File: src/sv/icfdm_pkg.sv
// Package: shared widths, constants and controller/datapath command types for the meter.
`timescale 1ns / 1ps
`default_nettype none
package icfdm_pkg;

   localparam int TIMER_WIDTH = 32;
   localparam int IN_W        = 32;
   localparam int CLK_W       = 30;
   localparam int DUTY_W      = 7;
   localparam int PROD_W      = TIMER_WIDTH + DUTY_W;

   localparam int FREQ_STEPS  = CLK_W;
   localparam int DUTY_STEPS  = DUTY_W;
   localparam int CNT_W       = $clog2(FREQ_STEPS);

   localparam logic [CLK_W-1:0]  CLK_HZ_RESET = CLK_W'(1000000);
   localparam logic [DUTY_W-1:0] DUTY_FULL    = DUTY_W'(100);

   typedef logic [TIMER_WIDTH-1:0] stamp_type;
   typedef logic [PROD_W-1:0]      prod_type;

   typedef struct packed {
      logic store_first;
      logic store_fall;
      logic store_period;
      logic freq_start;
      logic duty_start;
      logic div_step;
      logic freq_write;
      logic duty_write;
      logic duty_sat;
      logic load_out;
      logic out_done;
      logic out_expect_falling;
      logic out_valid;
   } cmd_type;

   typedef struct packed {
      logic period_zero;
      logic high_sat;
   } status_type;

endpackage
`default_nettype wire

File: src/sv/icfdm_req_if.sv
// Interface: capture timestamp channel with valid/ready handshake.
`timescale 1ns / 1ps
`default_nettype none
interface icfdm_req_if;
   logic                       valid;
   logic                       ready;
   logic [icfdm_pkg::IN_W-1:0] capture_time;

   modport source (output valid, output capture_time, input ready);
   modport sink   (input valid, input capture_time, output ready);
endinterface
`default_nettype wire

File: src/sv/icfdm_rsp_if.sv
// Interface: measurement result channel with valid/ready handshake.
`timescale 1ns / 1ps
`default_nettype none
interface icfdm_rsp_if;
   logic                         valid;
   logic                         ready;
   logic [icfdm_pkg::CLK_W-1:0]  frequency_hz;
   logic [icfdm_pkg::DUTY_W-1:0] duty_percent;
   logic                         measure_valid;
   logic                         period_done;
   logic                         expect_falling;

   modport source (output valid, output frequency_hz, output duty_percent,
                   output measure_valid, output period_done, output expect_falling,
                   input ready);
   modport sink   (input valid, input frequency_hz, input duty_percent,
                   input measure_valid, input period_done, input expect_falling,
                   output ready);
endinterface
`default_nettype wire

File: src/sv/input_capture_frequency_duty_meter.sv
// Top level: input capture frequency and duty meter, controller plus datapath.
//
//   port   dir  handshake     payload
//   req    in   valid/ready   capture_time[31:0]
//   rsp    out  valid/ready   frequency_hz[29:0], duty_percent[6:0], measure_valid,
//                             period_done, expect_falling
//   csr    in   csr_wr_en     csr_wr_data[29:0] = count_clock_hz
//
// A first rising or falling edge item passes straight to the load state after its accept.
// A second rising edge item passes a check state, 30 steps of the shared restoring
// divider for the frequency, a duty set-up state, 7 steps for the duty, then the load;
// a saturated duty skips the 7 steps, and a zero period skips both divisions.
// A new item is accepted once the previous result is in the output register.
// Synchronous active-high reset; count_clock_hz resets to 1000000.
// A stalled result holds in the output register; the block then waits before loading.
`timescale 1ns / 1ps
`default_nettype none
module input_capture_frequency_duty_meter (
   input  wire logic                         clock,
   input  wire logic                         reset,
   icfdm_req_if.sink                         req,
   icfdm_rsp_if.source                       rsp,
   input  wire logic                         csr_wr_en,
   input  wire logic [icfdm_pkg::CLK_W-1:0]  csr_wr_data
);

   icfdm_pkg::cmd_type     cmd;
   icfdm_pkg::status_type  status;

   icfdm_ctrl u_ctrl (
      .clock     (clock),
      .reset     (reset),
      .req_valid (req.valid),
      .req_ready (req.ready),
      .rsp_ready (rsp.ready),
      .rsp_valid (rsp.valid),
      .status    (status),
      .cmd       (cmd)
   );

   icfdm_dp u_dp (
      .clock          (clock),
      .reset          (reset),
      .capture_time   (req.capture_time),
      .csr_wr_en      (csr_wr_en),
      .csr_wr_data    (csr_wr_data),
      .cmd            (cmd),
      .status         (status),
      .frequency_hz   (rsp.frequency_hz),
      .duty_percent   (rsp.duty_percent),
      .measure_valid  (rsp.measure_valid),
      .period_done    (rsp.period_done),
      .expect_falling (rsp.expect_falling)
   );

   // one item at a time: no accept right after an accept
   a_one_at_a_time: assert property (@(posedge clock) disable iff (reset)
      req.valid && req.ready |=> !req.ready)
      else $error("item accepted while previous item still in work");

   a_done_implies_valid: assert property (@(posedge clock) disable iff (reset)
      rsp.valid && rsp.period_done |-> rsp.measure_valid)
      else $error("completed period without measure_valid");

   a_done_not_falling: assert property (@(posedge clock) disable iff (reset)
      rsp.valid && rsp.period_done |-> !rsp.expect_falling)
      else $error("completed period but next edge marked falling");

   a_duty_range: assert property (@(posedge clock) disable iff (reset)
      rsp.valid |-> rsp.duty_percent <= icfdm_pkg::DUTY_FULL)
      else $error("duty above full scale");

endmodule
`default_nettype wire

File: src/sv/icfdm_ctrl.sv
// Controller: capture phase tracking, divider sequencing and result handshake.
`timescale 1ns / 1ps
`default_nettype none
module icfdm_ctrl (
   input  wire logic                   clock,
   input  wire logic                   reset,
   input  wire logic                   req_valid,
   output logic                        req_ready,
   input  wire logic                   rsp_ready,
   output logic                        rsp_valid,
   input  wire icfdm_pkg::status_type  status,
   output icfdm_pkg::cmd_type          cmd
);

   localparam logic [2:0] S_IDLE      = 3'd0;
   localparam logic [2:0] S_CHECK     = 3'd1;
   localparam logic [2:0] S_FREQ      = 3'd2;
   localparam logic [2:0] S_DUTY_INIT = 3'd3;
   localparam logic [2:0] S_DUTY      = 3'd4;
   localparam logic [2:0] S_LOAD      = 3'd5;

   localparam logic [1:0] PH_RISE1 = 2'd0;
   localparam logic [1:0] PH_FALL  = 2'd1;
   localparam logic [1:0] PH_RISE2 = 2'd2;

   localparam logic [icfdm_pkg::CNT_W-1:0] FREQ_LAST =
      icfdm_pkg::CNT_W'(icfdm_pkg::FREQ_STEPS - 1);
   localparam logic [icfdm_pkg::CNT_W-1:0] DUTY_LAST =
      icfdm_pkg::CNT_W'(icfdm_pkg::DUTY_STEPS - 1);

   logic [2:0]                   state_ff, state_in;
   logic [1:0]                   phase_ff, phase_in;
   logic                         done_ff, done_in;
   logic                         meas_ff, meas_in;
   logic                         rsp_valid_ff, rsp_valid_in;
   logic [icfdm_pkg::CNT_W-1:0]  cnt_ff, cnt_in;

   always_comb begin
      state_in     = state_ff;
      phase_in     = phase_ff;
      done_in      = done_ff;
      meas_in      = meas_ff;
      cnt_in       = cnt_ff;
      rsp_valid_in = rsp_valid_ff;
      req_ready    = 1'b0;
      cmd          = '0;

      // drop the result once the sink takes it
      if (rsp_valid_ff && rsp_ready) begin
         rsp_valid_in = 1'b0;
      end

      unique case (state_ff)
         S_IDLE: begin
            req_ready = 1'b1;
            if (req_valid) begin
               unique case (phase_ff)
                  PH_FALL: begin
                     cmd.store_fall = 1'b1;
                     phase_in       = PH_RISE2;
                     done_in        = 1'b0;
                     state_in       = S_LOAD;
                  end
                  PH_RISE2: begin
                     cmd.store_period = 1'b1;
                     phase_in         = PH_RISE1;
                     done_in          = 1'b1;
                     meas_in          = 1'b1;
                     state_in         = S_CHECK;
                  end
                  default: begin
                     // unreachable code 3 behaves as a first rising edge
                     cmd.store_first = 1'b1;
                     phase_in        = PH_FALL;
                     done_in         = 1'b0;
                     state_in        = S_LOAD;
                  end
               endcase
            end
         end
         S_CHECK: begin
            if (status.period_zero) begin
               state_in = S_LOAD;
            end else begin
               cmd.freq_start = 1'b1;
               cnt_in         = '0;
               state_in       = S_FREQ;
            end
         end
         S_FREQ: begin
            cmd.div_step = 1'b1;
            if (cnt_ff == FREQ_LAST) begin
               cmd.freq_write = 1'b1;
               state_in       = S_DUTY_INIT;
            end else begin
               cnt_in = cnt_ff + icfdm_pkg::CNT_W'(1);
            end
         end
         S_DUTY_INIT: begin
            if (status.high_sat) begin
               cmd.duty_write = 1'b1;
               cmd.duty_sat   = 1'b1;
               state_in       = S_LOAD;
            end else begin
               cmd.duty_start = 1'b1;
               cnt_in         = '0;
               state_in       = S_DUTY;
            end
         end
         S_DUTY: begin
            cmd.div_step = 1'b1;
            if (cnt_ff == DUTY_LAST) begin
               cmd.duty_write = 1'b1;
               state_in       = S_LOAD;
            end else begin
               cnt_in = cnt_ff + icfdm_pkg::CNT_W'(1);
            end
         end
         S_LOAD: begin
            // hold until the output slot is free
            if (!rsp_valid_ff || rsp_ready) begin
               cmd.load_out = 1'b1;
               rsp_valid_in = 1'b1;
               state_in     = S_IDLE;
            end
         end
         default: begin
            state_in = S_IDLE;
         end
      endcase

      cmd.out_done           = done_ff;
      cmd.out_expect_falling = (phase_ff == PH_FALL);
      cmd.out_valid          = meas_ff;
   end

   always_ff @(posedge clock) begin
      if (reset) begin
         state_ff     <= S_IDLE;
         phase_ff     <= PH_RISE1;
         done_ff      <= 1'b0;
         meas_ff      <= 1'b0;
         cnt_ff       <= '0;
         rsp_valid_ff <= 1'b0;
      end else begin
         state_ff     <= state_in;
         phase_ff     <= phase_in;
         done_ff      <= done_in;
         meas_ff      <= meas_in;
         cnt_ff       <= cnt_in;
         rsp_valid_ff <= rsp_valid_in;
      end
   end

   assign rsp_valid = rsp_valid_ff;

endmodule
`default_nettype wire

File: src/sv/icfdm_dp.sv
// Datapath: timestamp registers, shared restoring divider and result registers.
`timescale 1ns / 1ps
`default_nettype none
module icfdm_dp (
   input  wire logic                          clock,
   input  wire logic                          reset,
   input  wire logic [icfdm_pkg::IN_W-1:0]    capture_time,
   input  wire logic                          csr_wr_en,
   input  wire logic [icfdm_pkg::CLK_W-1:0]   csr_wr_data,
   input  wire icfdm_pkg::cmd_type            cmd,
   output icfdm_pkg::status_type              status,
   output logic [icfdm_pkg::CLK_W-1:0]        frequency_hz,
   output logic [icfdm_pkg::DUTY_W-1:0]       duty_percent,
   output logic                               measure_valid,
   output logic                               period_done,
   output logic                               expect_falling
);

   localparam int TW = icfdm_pkg::TIMER_WIDTH;
   localparam int CW = icfdm_pkg::CLK_W;
   localparam int DW = icfdm_pkg::DUTY_W;

   logic [CW-1:0]         clk_hz_ff;
   icfdm_pkg::stamp_type  first_ff, first_in;
   icfdm_pkg::stamp_type  fall_ff, fall_in;
   icfdm_pkg::stamp_type  high_ff, high_in;
   icfdm_pkg::stamp_type  period_ff, period_in;
   icfdm_pkg::prod_type   h100_ff, h100_in;
   logic [CW-1:0]         freq_ff, freq_in;
   logic [DW-1:0]         duty_ff, duty_in;

   icfdm_pkg::stamp_type  rem_ff, rem_in;
   logic [CW-1:0]         dsr_ff, dsr_in;
   logic [CW-1:0]         quo_ff, quo_in;

   logic [CW-1:0]         out_freq_ff;
   logic [DW-1:0]         out_duty_ff;
   logic                  out_valid_ff, out_done_ff, out_fall_ff;

   icfdm_pkg::stamp_type  stamp;
   logic [TW:0]           shifted;
   logic [TW:0]           diff;
   logic                  qbit;

   assign stamp   = icfdm_pkg::stamp_type'(capture_time);
   assign shifted = {rem_ff, dsr_ff[CW-1]};
   assign diff    = shifted - {1'b0, period_ff};
   assign qbit    = ~diff[TW];

   always_comb begin
      first_in  = first_ff;
      fall_in   = fall_ff;
      high_in   = high_ff;
      period_in = period_ff;
      h100_in   = h100_ff;
      freq_in   = freq_ff;
      duty_in   = duty_ff;
      rem_in    = rem_ff;
      dsr_in    = dsr_ff;
      quo_in    = quo_ff;

      if (cmd.store_first) begin
         first_in = stamp;
      end
      if (cmd.store_fall) begin
         fall_in = stamp;
         high_in = stamp - first_ff;
      end
      if (cmd.store_period) begin
         // high plus low, wrapping at the timer width
         period_in = high_ff + (stamp - fall_ff);
         h100_in   = icfdm_pkg::prod_type'(high_ff)
                   * icfdm_pkg::prod_type'(icfdm_pkg::DUTY_FULL);
      end

      priority if (cmd.freq_start) begin
         rem_in = '0;
         dsr_in = clk_hz_ff;
         quo_in = '0;
      end else if (cmd.duty_start) begin
         // 100*high < 128*period, so seven quotient bits cover it
         rem_in = h100_ff[icfdm_pkg::PROD_W-1:DW];
         dsr_in = {h100_ff[DW-1:0], {(CW-DW){1'b0}}};
         quo_in = '0;
      end else if (cmd.div_step) begin
         rem_in = qbit ? diff[TW-1:0] : shifted[TW-1:0];
         dsr_in = {dsr_ff[CW-2:0], 1'b0};
         quo_in = {quo_ff[CW-2:0], qbit};
      end

      if (cmd.freq_write) begin
         freq_in = quo_in;
      end
      if (cmd.duty_write) begin
         duty_in = cmd.duty_sat ? icfdm_pkg::DUTY_FULL : quo_in[DW-1:0];
      end
   end

   always_ff @(posedge clock) begin
      if (reset) begin
         clk_hz_ff <= icfdm_pkg::CLK_HZ_RESET;
         first_ff  <= '0;
         fall_ff   <= '0;
         high_ff   <= '0;
         freq_ff   <= '0;
         duty_ff   <= '0;
      end else begin
         if (csr_wr_en) begin
            clk_hz_ff <= csr_wr_data;
         end
         first_ff <= first_in;
         fall_ff  <= fall_in;
         high_ff  <= high_in;
         freq_ff  <= freq_in;
         duty_ff  <= duty_in;
      end
   end

   always_ff @(posedge clock) begin
      period_ff <= period_in;
      h100_ff   <= h100_in;
      rem_ff    <= rem_in;
      dsr_ff    <= dsr_in;
      quo_ff    <= quo_in;
      if (cmd.load_out) begin
         out_freq_ff  <= freq_ff;
         out_duty_ff  <= duty_ff;
         out_valid_ff <= cmd.out_valid;
         out_done_ff  <= cmd.out_done;
         out_fall_ff  <= cmd.out_expect_falling;
      end
   end

   assign status.period_zero = (period_ff == '0);
   assign status.high_sat    = (high_ff >= period_ff);

   assign frequency_hz   = out_freq_ff;
   assign duty_percent   = out_duty_ff;
   assign measure_valid  = out_valid_ff;
   assign period_done    = out_done_ff;
   assign expect_falling = out_fall_ff;

endmodule
`default_nettype wire
File: src/flat_wrapper.sv
// flat-port wrapper written by rule: the top's interface ports become plain ports
module input_capture_frequency_duty_meter_flat 
  (clock, reset, csr_wr_en, csr_wr_data, req_valid, req_capture_time, req_ready, rsp_valid, rsp_frequency_hz, rsp_duty_percent, rsp_measure_valid, rsp_period_done, rsp_expect_falling, rsp_ready);
  icfdm_req_if req_i ();
  icfdm_rsp_if rsp_i ();
  input  wire logic clock;
  input  wire logic reset;
  input  wire logic csr_wr_en;
  input  wire logic [icfdm_pkg::CLK_W-1:0] csr_wr_data;
  input wire logic [$bits(req_i.valid)-1:0] req_valid;
  input wire logic [$bits(req_i.capture_time)-1:0] req_capture_time;
  output wire logic [$bits(req_i.ready)-1:0] req_ready;
  output wire logic [$bits(rsp_i.valid)-1:0] rsp_valid;
  output wire logic [$bits(rsp_i.frequency_hz)-1:0] rsp_frequency_hz;
  output wire logic [$bits(rsp_i.duty_percent)-1:0] rsp_duty_percent;
  output wire logic [$bits(rsp_i.measure_valid)-1:0] rsp_measure_valid;
  output wire logic [$bits(rsp_i.period_done)-1:0] rsp_period_done;
  output wire logic [$bits(rsp_i.expect_falling)-1:0] rsp_expect_falling;
  input wire logic [$bits(rsp_i.ready)-1:0] rsp_ready;
  assign req_i.valid = req_valid;
  assign req_i.capture_time = req_capture_time;
  assign req_ready = req_i.ready;
  assign rsp_valid = rsp_i.valid;
  assign rsp_frequency_hz = rsp_i.frequency_hz;
  assign rsp_duty_percent = rsp_i.duty_percent;
  assign rsp_measure_valid = rsp_i.measure_valid;
  assign rsp_period_done = rsp_i.period_done;
  assign rsp_expect_falling = rsp_i.expect_falling;
  assign rsp_i.ready = rsp_ready;
  input_capture_frequency_duty_meter u_core (.clock(clock), .reset(reset), .req(req_i), .rsp(rsp_i), .csr_wr_en(csr_wr_en), .csr_wr_data(csr_wr_data));
endmodule
File: config.mk
export PLATFORM = sky130hd
export DESIGN_NAME = input_capture_frequency_duty_meter_flat
export DESIGN_NICKNAME = d
export VERILOG_FILES = /design/src/sv/icfdm_pkg.sv /design/src/sv/icfdm_req_if.sv /design/src/sv/icfdm_rsp_if.sv /design/src/sv/input_capture_frequency_duty_meter.sv /design/src/sv/icfdm_ctrl.sv /design/src/sv/icfdm_dp.sv /design/src/flat_wrapper.sv
export SDC_FILE = /design/constraint.sdc
export NUM_CORES = 1
export LEC_CHECK = 0
export BUFFER_PORTS_ARGS = -buffer_cell sky130_fd_sc_hd__buf_2
export CORE_MARGIN = 1.5
export CORE_UTILIZATION = 40
export CTS_CLUSTER_DIAMETER = 200
export DETAILED_ROUTE_END_ITERATION = 6
export PLACE_DENSITY_LB_ADDON = 0.05
export SLEW_MARGIN = 10
export SYNTH_ARGS = -nofsm -noshare
export SYNTH_HDL_FRONTEND = slang
export SYNTH_SLANG_ARGS = --single-unit
export TNS_END_PERCENT = 10
File: constraint.sdc
create_clock -name clock -period 15.7 [get_ports clock]
set_input_delay 4.71 -clock clock [delete_from_list [all_inputs] [get_ports clock]]
set_output_delay 4.71 -clock clock [all_outputs]
set_load 0.01 [all_outputs]
After elaboration in Yosys (flattened, before gate mapping)
Index checks and enable logic that the tools add are counted.
- $add $sub $neg: 5
- multipliers: 1
- $lt $le $gt $ge: 1
- equality and inequality tests: 17
- muxes and demuxes: 46
- bitwise logic cells: 1
- reductions and logical operators: 14
- operator list (cell ; number):
    30-bit 2-to-1 mux ; 6
    32-bit 2-to-1 mux ; 3
    32-bit subtractor ; 2
    32-bit by 5-bit multiplier with 37-bit output (second input constant) ; 1
    33-bit by 32-bit subtractor with 33-bit output ; 1
    32-bit adder ; 1
    32-bit >= comparator ; 1
    32-bit zero test ; 1
    3-bit 2-to-1 mux ; 8
    5-bit 2-to-1 mux ; 4
    5-bit one-hot mux with 4 select lines ; 1
    1-bit 2-to-1 mux ; 19
    3-bit one-hot mux with 6 select lines ; 1
    2-bit != test (second input constant) ; 8
    7-bit 2-to-1 mux ; 1
    3-bit by 2-bit equality test with 1-bit output (second input constant) ; 2
    3-bit equality test (second input constant) ; 2
    5-bit by 1-bit adder with 5-bit output (second input constant) ; 1
    5-bit by 3-bit equality test with 1-bit output (second input constant) ; 1
    5-bit equality test (second input constant) ; 1
    5-bit AND reduction ; 1
    2-bit one-hot mux with 2 select lines ; 1
    4-bit AND reduction ; 1
    4-bit nonzero test ; 1
    15 further kinds ; 16
- register bits: 377
- input bits: 67
- output and inout bits: 42
- word-level logic and storage cells: 107

Logic depth before layout (Yosys ltp)
Gate-level depths: netlist of run 1.
- word-level depth: 7
- gate-level depth with buffers: 16
- depth with buffers taken out: 15

Modules after synthesis
From an unflattened synthesis of run 1, not the netlist that was laid out.
- cell total of the unflattened synthesis: 2432
- area total of the unflattened synthesis: 23656.4 µm²
- by module, submodules not included (module ; instances ; cells an instance ; area an instance (µm²) ; seq. area each (µm²)):
    icfdm_dp ; 1 ; 2316 ; 22680.5 ; 8678.3
    icfdm_ctrl ; 1 ; 116 ; 975.9 ; 260.2

Least setup slack after synthesis of run 1
No wires, ideal clock.
- kind: input to register
- from: in req_valid
- to: reg u_core.u_dp.h100_ff[10] (enable)
- library setup time: 0.500 ns
- data arrival time: 7.771 ns
- required time: 15.200 ns
- setup slack: 7.430 ns
- stages: 2
- path buffers: 0
- cell sequence: nand2_1 > nor2_1
- RTL lines (item ; RTL line ; text):
    start, declared ; flat_wrapper.sv:10 ; input wire logic [$bits(req_i.valid)-1:0] req_valid;
    end signal, assigned ; icfdm_dp.sv:121 ; h100_ff <= h100_in;
    end, declared ; icfdm_dp.sv:28 ; icfdm_pkg::prod_type h100_ff, h100_in;

Worst setup path after layout of run 1
- from: in req_capture_time[1]
- to: reg u_core.u_dp.period_ff[31] (data pin)
- cells in the longest elaborated chain, start to end: 2
- RTL lines (item ; RTL line ; text):
    start, declared ; flat_wrapper.sv:11 ; input wire logic [$bits(req_i.capture_time)-1:0] req_capture_time;
    32-bit subtractor ; icfdm_dp.sv:71 ; period_in = high_ff + (stamp - fall_ff);
    32-bit adder ; icfdm_dp.sv:71 ;
    end signal, assigned ; icfdm_dp.sv:120 ; period_ff <= period_in;
    end, declared ; icfdm_dp.sv:27 ; icfdm_pkg::stamp_type period_ff, period_in;
No other way between the ends.
A chain may end at the register's enable or synchronous reset.

==> metrics.csv, run 1 <==
stage,metric,value,unit
outcome,status,"finished, final reports clean",
critical_path,arrival,8.22,ns
drt,wl_per_cell,16.1,µm
grt,grt_pass1_vias,17400,
grt,grt_pass1_wl,91100,µm
floorplanning,die_w,245,µm
sta,finalCriticalPeriod,7.90,ns
synth,ys_warn_count,0,
placed_design,dp_slack,7.25,ns
power,pwr_density_cell,146,mW/mm²
synth,synth-seq-area-share,38.0,%
grt,overflow,0,
synth,syn_area_per_cell,8.79,µm²
synth,yosys.area.top_type_share,20.3,%
critical_path,start_kind,input port,
critical_path,critical_path_required,16.01,ns
synth,synthTopCellsByArea,"dfxtp_1 20%, edfxtp_1 18%, ha_1 12%, nand2_1 6.5%, a21oi_1 5.9%",
sta,clock_skew,0.0275,ns
critical_path,r2r_slack,11.10,ns
cts,cts_buffers,45,
layout,fillers,5815,
placed_design,hpwl,43000,µm
cts,cts_tree,done,
floorplanning,die-area,0.0602,mm²
floorplanning,die_h,245,µm
drt,drcViolationCount,0,
cts,cts_sinks,377,
cts,cts-hold-fix-buffers,0,
drt,ant_nets,0,
sta,setup_viol_count_final,0,
cts,cts-root-buf,clkbuf_16,
cts,clock_path_buffers,3,
grt,grt_usage,18.9,%
cts,h-tree-depth,2,
drt,via_per_inst,5.10,
cts,cts_setup_buffers,0,
synth,synth_seq_cells,377,
layout,drive_above_1_share,7.77,%
power,power.leakage,11.4,nW
cts,cts_resized,0,
sta,max_slew_margin,27.8,%
drt,firstDrtPassIters,5,
cts,clock_latency,0.59,ns
sta,timing.final.crit_share,50.3,%
synth,synthArstFlopShare,0,%
synth,synth_flop_cell,dfxtp_1,
sta,slew_viol_final,0,
drt,vias,18100,
synth,netlist_area,0.0235,mm²
sta,finalWorstSetupSlack,7.80,ns
critical_path,path_common_cell,inv_1,
sta,fmax,0.127,GHz
floorplanning,floorplan.initialDensity,40.6,%
critical_path,crit_fanout,4,
drt,drt_first_iter_violations,812,
sta,hold_slack,0.425,ns
critical_path,end_kind,flip-flop,
synth,synth_edf_count,139,
critical_path,max_stage_delay,0.59,ns
power,ir_drop,0.0904,mV
critical_path,crit_chain,"buf_2, inv_1, fa_1, inv_1, ha_1, a211oi_1, nor2_1, a21o_1, o41ai_2, o21ai_0, a31oi_1, o2111ai_1, a21oi_1, xnor2_1",
cts,clk_pin_slew,0.06,ns
placed_design,gp_congestion,0.814,
synth,syn_inst,2674,
synth,ys_types,75,
floorplanning,core-area,0.0579,mm²
drt,wl,57200,µm
layout,nNetsFinal,3103,
floorplanning,ios,109,
sta,tightestPinTransition,1.08,ns
critical_path,critPathKind,input port to flip-flop,
layout,diodes,0,
grt,antenna_found_initial,0,
sta,rsz0062_at_grt,no,
grt,grt_max_degree,72,
synth,yosys.area.top_type,dfxtp_1,
critical_path,cpMaxStageDelayCell,fa_1,
worst_hold_path,hold_path.class,flip-flop to flip-flop,
placed_design,portBuffers,108,
layout,syn2layout_area_growth,12.2,%
sta,finalHoldViolations,0,
synth,synth_fp_nets,3033,
sta,fin_setup_tns,0,ns
floorplanning,row_count,88,
flow_run,maxCapViolCount,0,
## through the flow
step	cells	total power, mW	instance area, µm²	utilization, %
2_1_floorplan	2674	2.40	23500	-
3_3_place_gp	3462	2.75	24800	42.8
3_5_place_dp	3462	2.77	24800	42.8
4_1_cts	3545	3.90	26400	45.5
5_1_grt	3545	4.14	26400	45.5
6_report	3545	3.85	26400	45.5
## routing by layer
| metal | track usage (%) | wire length (µm) | vias up |
|---|---|---|---|
| met5 | 0 | 0 | - |
| met4 | 5.97 | 1490 | 0 |
| met3 | 2.49 | 2340 | 76 |
| met2 | 29.9 | 24400 | 289 |
| met1 | 26.7 | 28900 | 8388 |
| li1 | - | - | 9340 |
## final timing paths
| kind | cells after the start | to | startpoint |
|---|---|---|---|
| worst max register to register | 11 | u_core.u_dp.dsr_ff[2] | u_core.u_dp.period_ff[1] |
| worst min-delay path | 0 | u_core.u_dp.frequency_hz[2] | u_core.u_dp.freq_ff[2] |
| worst min register to register | 0 | u_core.u_dp.frequency_hz[2] | u_core.u_dp.freq_ff[2] |
| worst max-delay path | 14 | u_core.u_dp.period_ff[31] | req_capture_time[1] |
## registers in the layout (all words and copies together) (netlist names)
signal,cells
u_core.u_dp.h100_ff,37
u_core.u_dp.high_ff,32
u_core.u_dp.clk_hz_ff,30
u_core.u_ctrl.rsp_valid,1
u_core.u_dp.duty_ff,7
u_core.u_dp.freq_ff,30
u_core.u_ctrl.phase_ff,2
u_core.u_dp.measure_valid,1
u_core.u_dp.rem_ff,32
u_core.u_dp.quo_ff,30
u_core.u_dp.first_ff,32
u_core.u_dp.period_done,1
u_core.u_dp.frequency_hz,30
u_core.u_ctrl.cnt_ff,5
u_core.u_dp.period_ff,32
u_core.u_ctrl.done_ff,1
u_core.u_dp.expect_falling,1
u_core.u_dp.fall_ff,32
u_core.u_ctrl.meas_ff,1
u_core.u_dp.dsr_ff,30
u_core.u_dp.duty_percent,7
u_core.u_ctrl.state_ff,3
## synthesized netlist by cell type (all sizes together), types with 6 or more instances
cell type	count
o31a	9
and3	18
or3	9
a211o	10
nor2	146
inv	328
o31ai	11
dfxtp	238
edfxtp	139
nor3	25
o311ai	6
a21boi	7
xnor2	71
o21ai	145
nand3	33
nor4	10
nand2	406
nor2b	19
o21a	19
xor2	32
a211oi	32
nand2b	17
nand3b	9
a21oi	279
and4	6
a31oi	13
nor3b	7
ha	232
nand4	21
o21bai	11
buf	8
fa	60
and2	7
a22oi	21
clkbuf	94
o211ai	6
a21o	49
mux2i	55
## report_power, final
group / switching, mW / internal (mW)
registers: 0.0928 / 1.22
logic: 0.894 / 0.546
clock network: 0.416 / 0.683
## placed cells by master, fill, tap and decap left out, types with 11 or more instances in the layout
cell type	instances
a211oi_1	30
a21o_1	49
a21oi_1	279
a22oi_1	21
a31oi_1	13
and3_1	15
buf_2	107
buf_4	17
clkbuf_16	45
dfxtp_1	238
edfxtp_1	139
fa_1	60
ha_1	232
inv_1	327
mux2i_1	55
nand2_1	405
nand2b_1	17
nand3_1	32
nand4_1	21
nor2_1	143
nor2b_1	19
nor3_1	23
o21a_1	19
o21ai_0	122
o21ai_1	22
o21bai_1	11
o31ai_1	11
xnor2_1	70
xor2_1	32
## critical path: cells and delay by family
kind | cells | cell delay (ns)
buffers and inverters | 3 | 0.28
adders and majority gates | 2 | 0.89
AOI/OAI and AO/OA | 7 | 2.12
xor gates and xnor gates | 1 | 0.08
and+or+nand+nor | 1 | 0.12
## kinds of logic (layout without fill, tap and decap cells)
family	Yosys count	after routing	share of synthesized area (%)
flip-flops	377	377	38.0
multiplexers	57	57	2.44
AND/OR/NAND/NOR	743	743	13.8
XOR/XNOR	103	103	3.92
AO/OA/AOI/OAI	672	672	17.4
adder cells (fa/ha/maj)	292	292	17.5
buffers and inverters	430	536	6.92
## cell type report
type	count	area (µm²)	area share (%)
Multi-Input combinational cell	1867	13000	49.3
Sequential cell	377	8940	33.9
Clock buffer	62	1280	4.85
Inverter	328	1230	4.67
Tap cell	765	957	3.63
Timing Repair Buffer	125	674	2.56
Clock inverter	21	284	1.08
No activity file was read; power rests on OpenSTA's default activity.
==> run 2, diff against run 1 <==
clock period = 8.2 ns   (was 15.7 ns; I/O delays follow)
==> run 2 against run 1 <==
Routed wire length grew 0.22%; first-iteration DRC count fell by 14%; clock skew down 0.0032 ns; critical path depth stayed put; sequential share of layout area rose by 0.090 points; die area did not move; total power is 89% higher; sequential power is 92% higher; largest power group unchanged; highest routed layer unchanged.
==> metrics.csv, run 2 (synthesis gave the netlist of run 1 again) <==
stage,metric,value,unit,change
drt,wl_per_cell,16.2,µm,+0.22%
power,clockPowerShare,27.6,%,-0.9 points
layout,final_common_cell,nand2_1,,
cts,clock_latency,0.59,ns,about the same
layout,drive_above_1_share,7.70,%,-0.072 points
power,power.leakage,11.3,nW,-0.27%
power,swShare,36.9,%,+0.45 points
placed_design,hpwl,42900,µm,-0.12%
sta,tightestPinTransition,0.974,ns,-0.102 ns
drt,drcViolationCount,0,,unchanged
cts,clk_pin_slew,0.06,ns,about the same
critical_path,critical_path_required,8.52,ns,-7.49 ns
drt,drt_first_iter_violations,701,,-14%
outcome,status,"finished, final reports clean",,
worst_hold_path,holdCritStartpoint,u_core.u_dp.freq_ff[25],,
sta,finalHoldViolations,0,,unchanged
power,p_comb_share,37.8,%,+0.4 points
floorplanning,die-area,0.0602,mm²,unchanged
sta,max_slew_margin,35.1,%,+7.2 points
cts,cts_setup_buffers,0,,unchanged
power,p_switching,2.68,mW,+91%
critical_path,setup.worst_path.end,u_core.u_dp.period_ff[31],,
layout,final_cell_mix,"405 x nand2_1, 327 x inv_1, 279 x a21oi_1, 238 x dfxtp_1, 232 x ha_1",,
worst_hold_path,hold_path.class,flip-flop to flip-flop,,
layout,largest_register,u_core.u_dp.h100_ff,,
grt,grt_usage,19.0,%,+0.14 points
cts,cts-root-buf,clkbuf_16,,
sta,timing.final.crit_share,69.7,%,
cts,cts_sinks,377,,unchanged
cts,cts_resized,0,,unchanged
critical_path,start_kind,input port,,
power,total_power,7.27,mW,+89%
drt,vias,18100,,unchanged
critical_path,critPathKind,input port to flip-flop,,
drt,via_per_inst,5.10,,unchanged
sta,fmax,0.175,GHz,
grt,antenna_found_initial,0,,unchanged
power,seqPwrFrac,34.6,%,+0.5 points
layout,largest_reg_flops,37,,unchanged
power,p_int,4.59,mW,+87%
sta,finalCriticalPeriod,5.72,ns,
critical_path,r2r_slack,3.60,ns,-7.50 ns
grt,grt_pass1_wl,92000,µm,+0.92%
drt,wl,57300,µm,+0.22%
layout,syn2layout_area_growth,11.9,%,
placed_design,gp_congestion,0.832,,+2.2%
floorplanning,die_h,245,µm,unchanged
floorplanning,row_count,88,,unchanged
flow_run,maxCapViolCount,0,,unchanged
critical_path,crit_fanout,4,,unchanged
sta,rsz0062_at_grt,no,,
cts,clock_path_buffers,3,,unchanged
drt,ant_nets,0,,unchanged
cts,h-tree-depth,2,,unchanged
floorplanning,floorplan.initialDensity,40.6,%,unchanged
sta,fin_setup_tns,0,ns,unchanged
sta,finalWorstSetupSlack,2.48,ns,-5.32 ns
critical_path,end_kind,flip-flop,,
floorplanning,die_w,245,µm,unchanged
floorplanning,ios,109,,unchanged
cts,cts_tree,done,,
grt,grt_max_degree,84,,+17%
placed_design,portBuffers,108,,unchanged
grt,grt_pass1_vias,17500,,+0.60%
power,pwr_density_cell,276,mW/mm²,+89%
layout,diodes,0,,unchanged
cts,cts-hold-fix-buffers,0,,unchanged
critical_path,r2r-end,u_core.u_dp.h100_ff[35],,
floorplanning,core-area,0.0579,mm²,unchanged
sta,slew_viol_final,0,,unchanged
critical_path,ff2ff_path_depth,14,,+3
sta,setup_viol_count_final,0,,unchanged
critical_path,arrival,6.03,ns,-2.19 ns
layout,nNetsFinal,3103,,unchanged
critical_path,startpoint,req_capture_time[1],,
sta,clock_skew,0.0242,ns,-0.00324 ns
critical_path,r2r-start,u_core.u_dp.high_ff[6],,
placed_design,dp_slack,1.97,ns,-5.28 ns
cts,cts_buffers,45,,unchanged
drt,firstDrtPassIters,5,,unchanged
power,ir_drop,0.156,mV,+72%
grt,overflow,0,,unchanged
-- run 2: metal layers --
| metal | up-vias | share of wire (%) | track usage [%] | routed length, µm |
|---|---|---|---|---|
| li1 | 9344 | - | - | - |
| met1 | 8414 | 51 | 26.8 | 29100 |
| met2 | 265 | 43 | 30.5 | 24900 |
| met3 | 70 | 3.4 | 2.42 | 1970 |
| met4 | 0 | 2.3 | 5.54 | 1330 |
| met5 | - | 0 | 0 | 0 |
-- run 2: how the worst min path moves through the flow --
stage	to	slack, ns	depth (start not counted)
final	u_core.u_dp.frequency_hz[25]	0.42	0
after CTS	u_core.u_dp.frequency_hz[25]	0.42	0
after global placement	u_core.u_dp.frequency_hz[24]	0.42	0
after floorplan	u_core.u_dp.frequency_hz[10]	0.41	0
after global routing	u_core.u_dp.frequency_hz[25]	0.44	0
after detailed placement	u_core.u_dp.frequency_hz[7]	0.42	0
-- run 2: worst max-delay path, stage by stage --
cell       delay [ns]
buf_2            0.13
inv_1            0.09
fa_1             0.59
inv_1            0.06
ha_1             0.30
a211oi_1         0.25
nor2_1           0.12
a21o_1           0.19
o41ai_2          0.51
o21ai_0          0.40
a31oi_1          0.44
o2111ai_1        0.20
a21oi_1          0.21
xnor2_1          0.08
-- run 2: cell type report --
type / instances / area (µm²)
Fill cell: 5788 / 31600
Inverter: 328 / 1230
Clock inverter: 13 / 164
Multi-Input combinational cell: 1867 / 13000
Tap cell: 765 / 957
Sequential cell: 377 / 8940
Timing Repair Buffer: 125 / 674
Clock buffer: 70 / 1330
-- run 2: per-stage QoR --
stage / hold WS (ns) / instances / util [%] / area [µm²]
6_report: 0.420 / 3545 / 45.4 / 26300
5_1_grt: 0.437 / 3545 / 45.4 / 26300
4_1_cts: 0.422 / 3545 / 45.4 / 26300
3_5_place_dp: 0.416 / 3462 / 42.8 / 24800
3_3_place_gp: 0.416 / 3462 / 42.8 / 24800
2_1_floorplan: 0.408 / 2674 / - / 23500
-- run 2: power groups by stage --
stage	clock network, mW	registers, mW	logic [mW]
global route	2.15	2.55	3.12
finish	2.01	2.51	2.75
floorplan	0	2.50	2.10
CTS	2.08	2.52	2.78
global placement	0	2.55	2.72
detailed placement	0	2.56	2.75
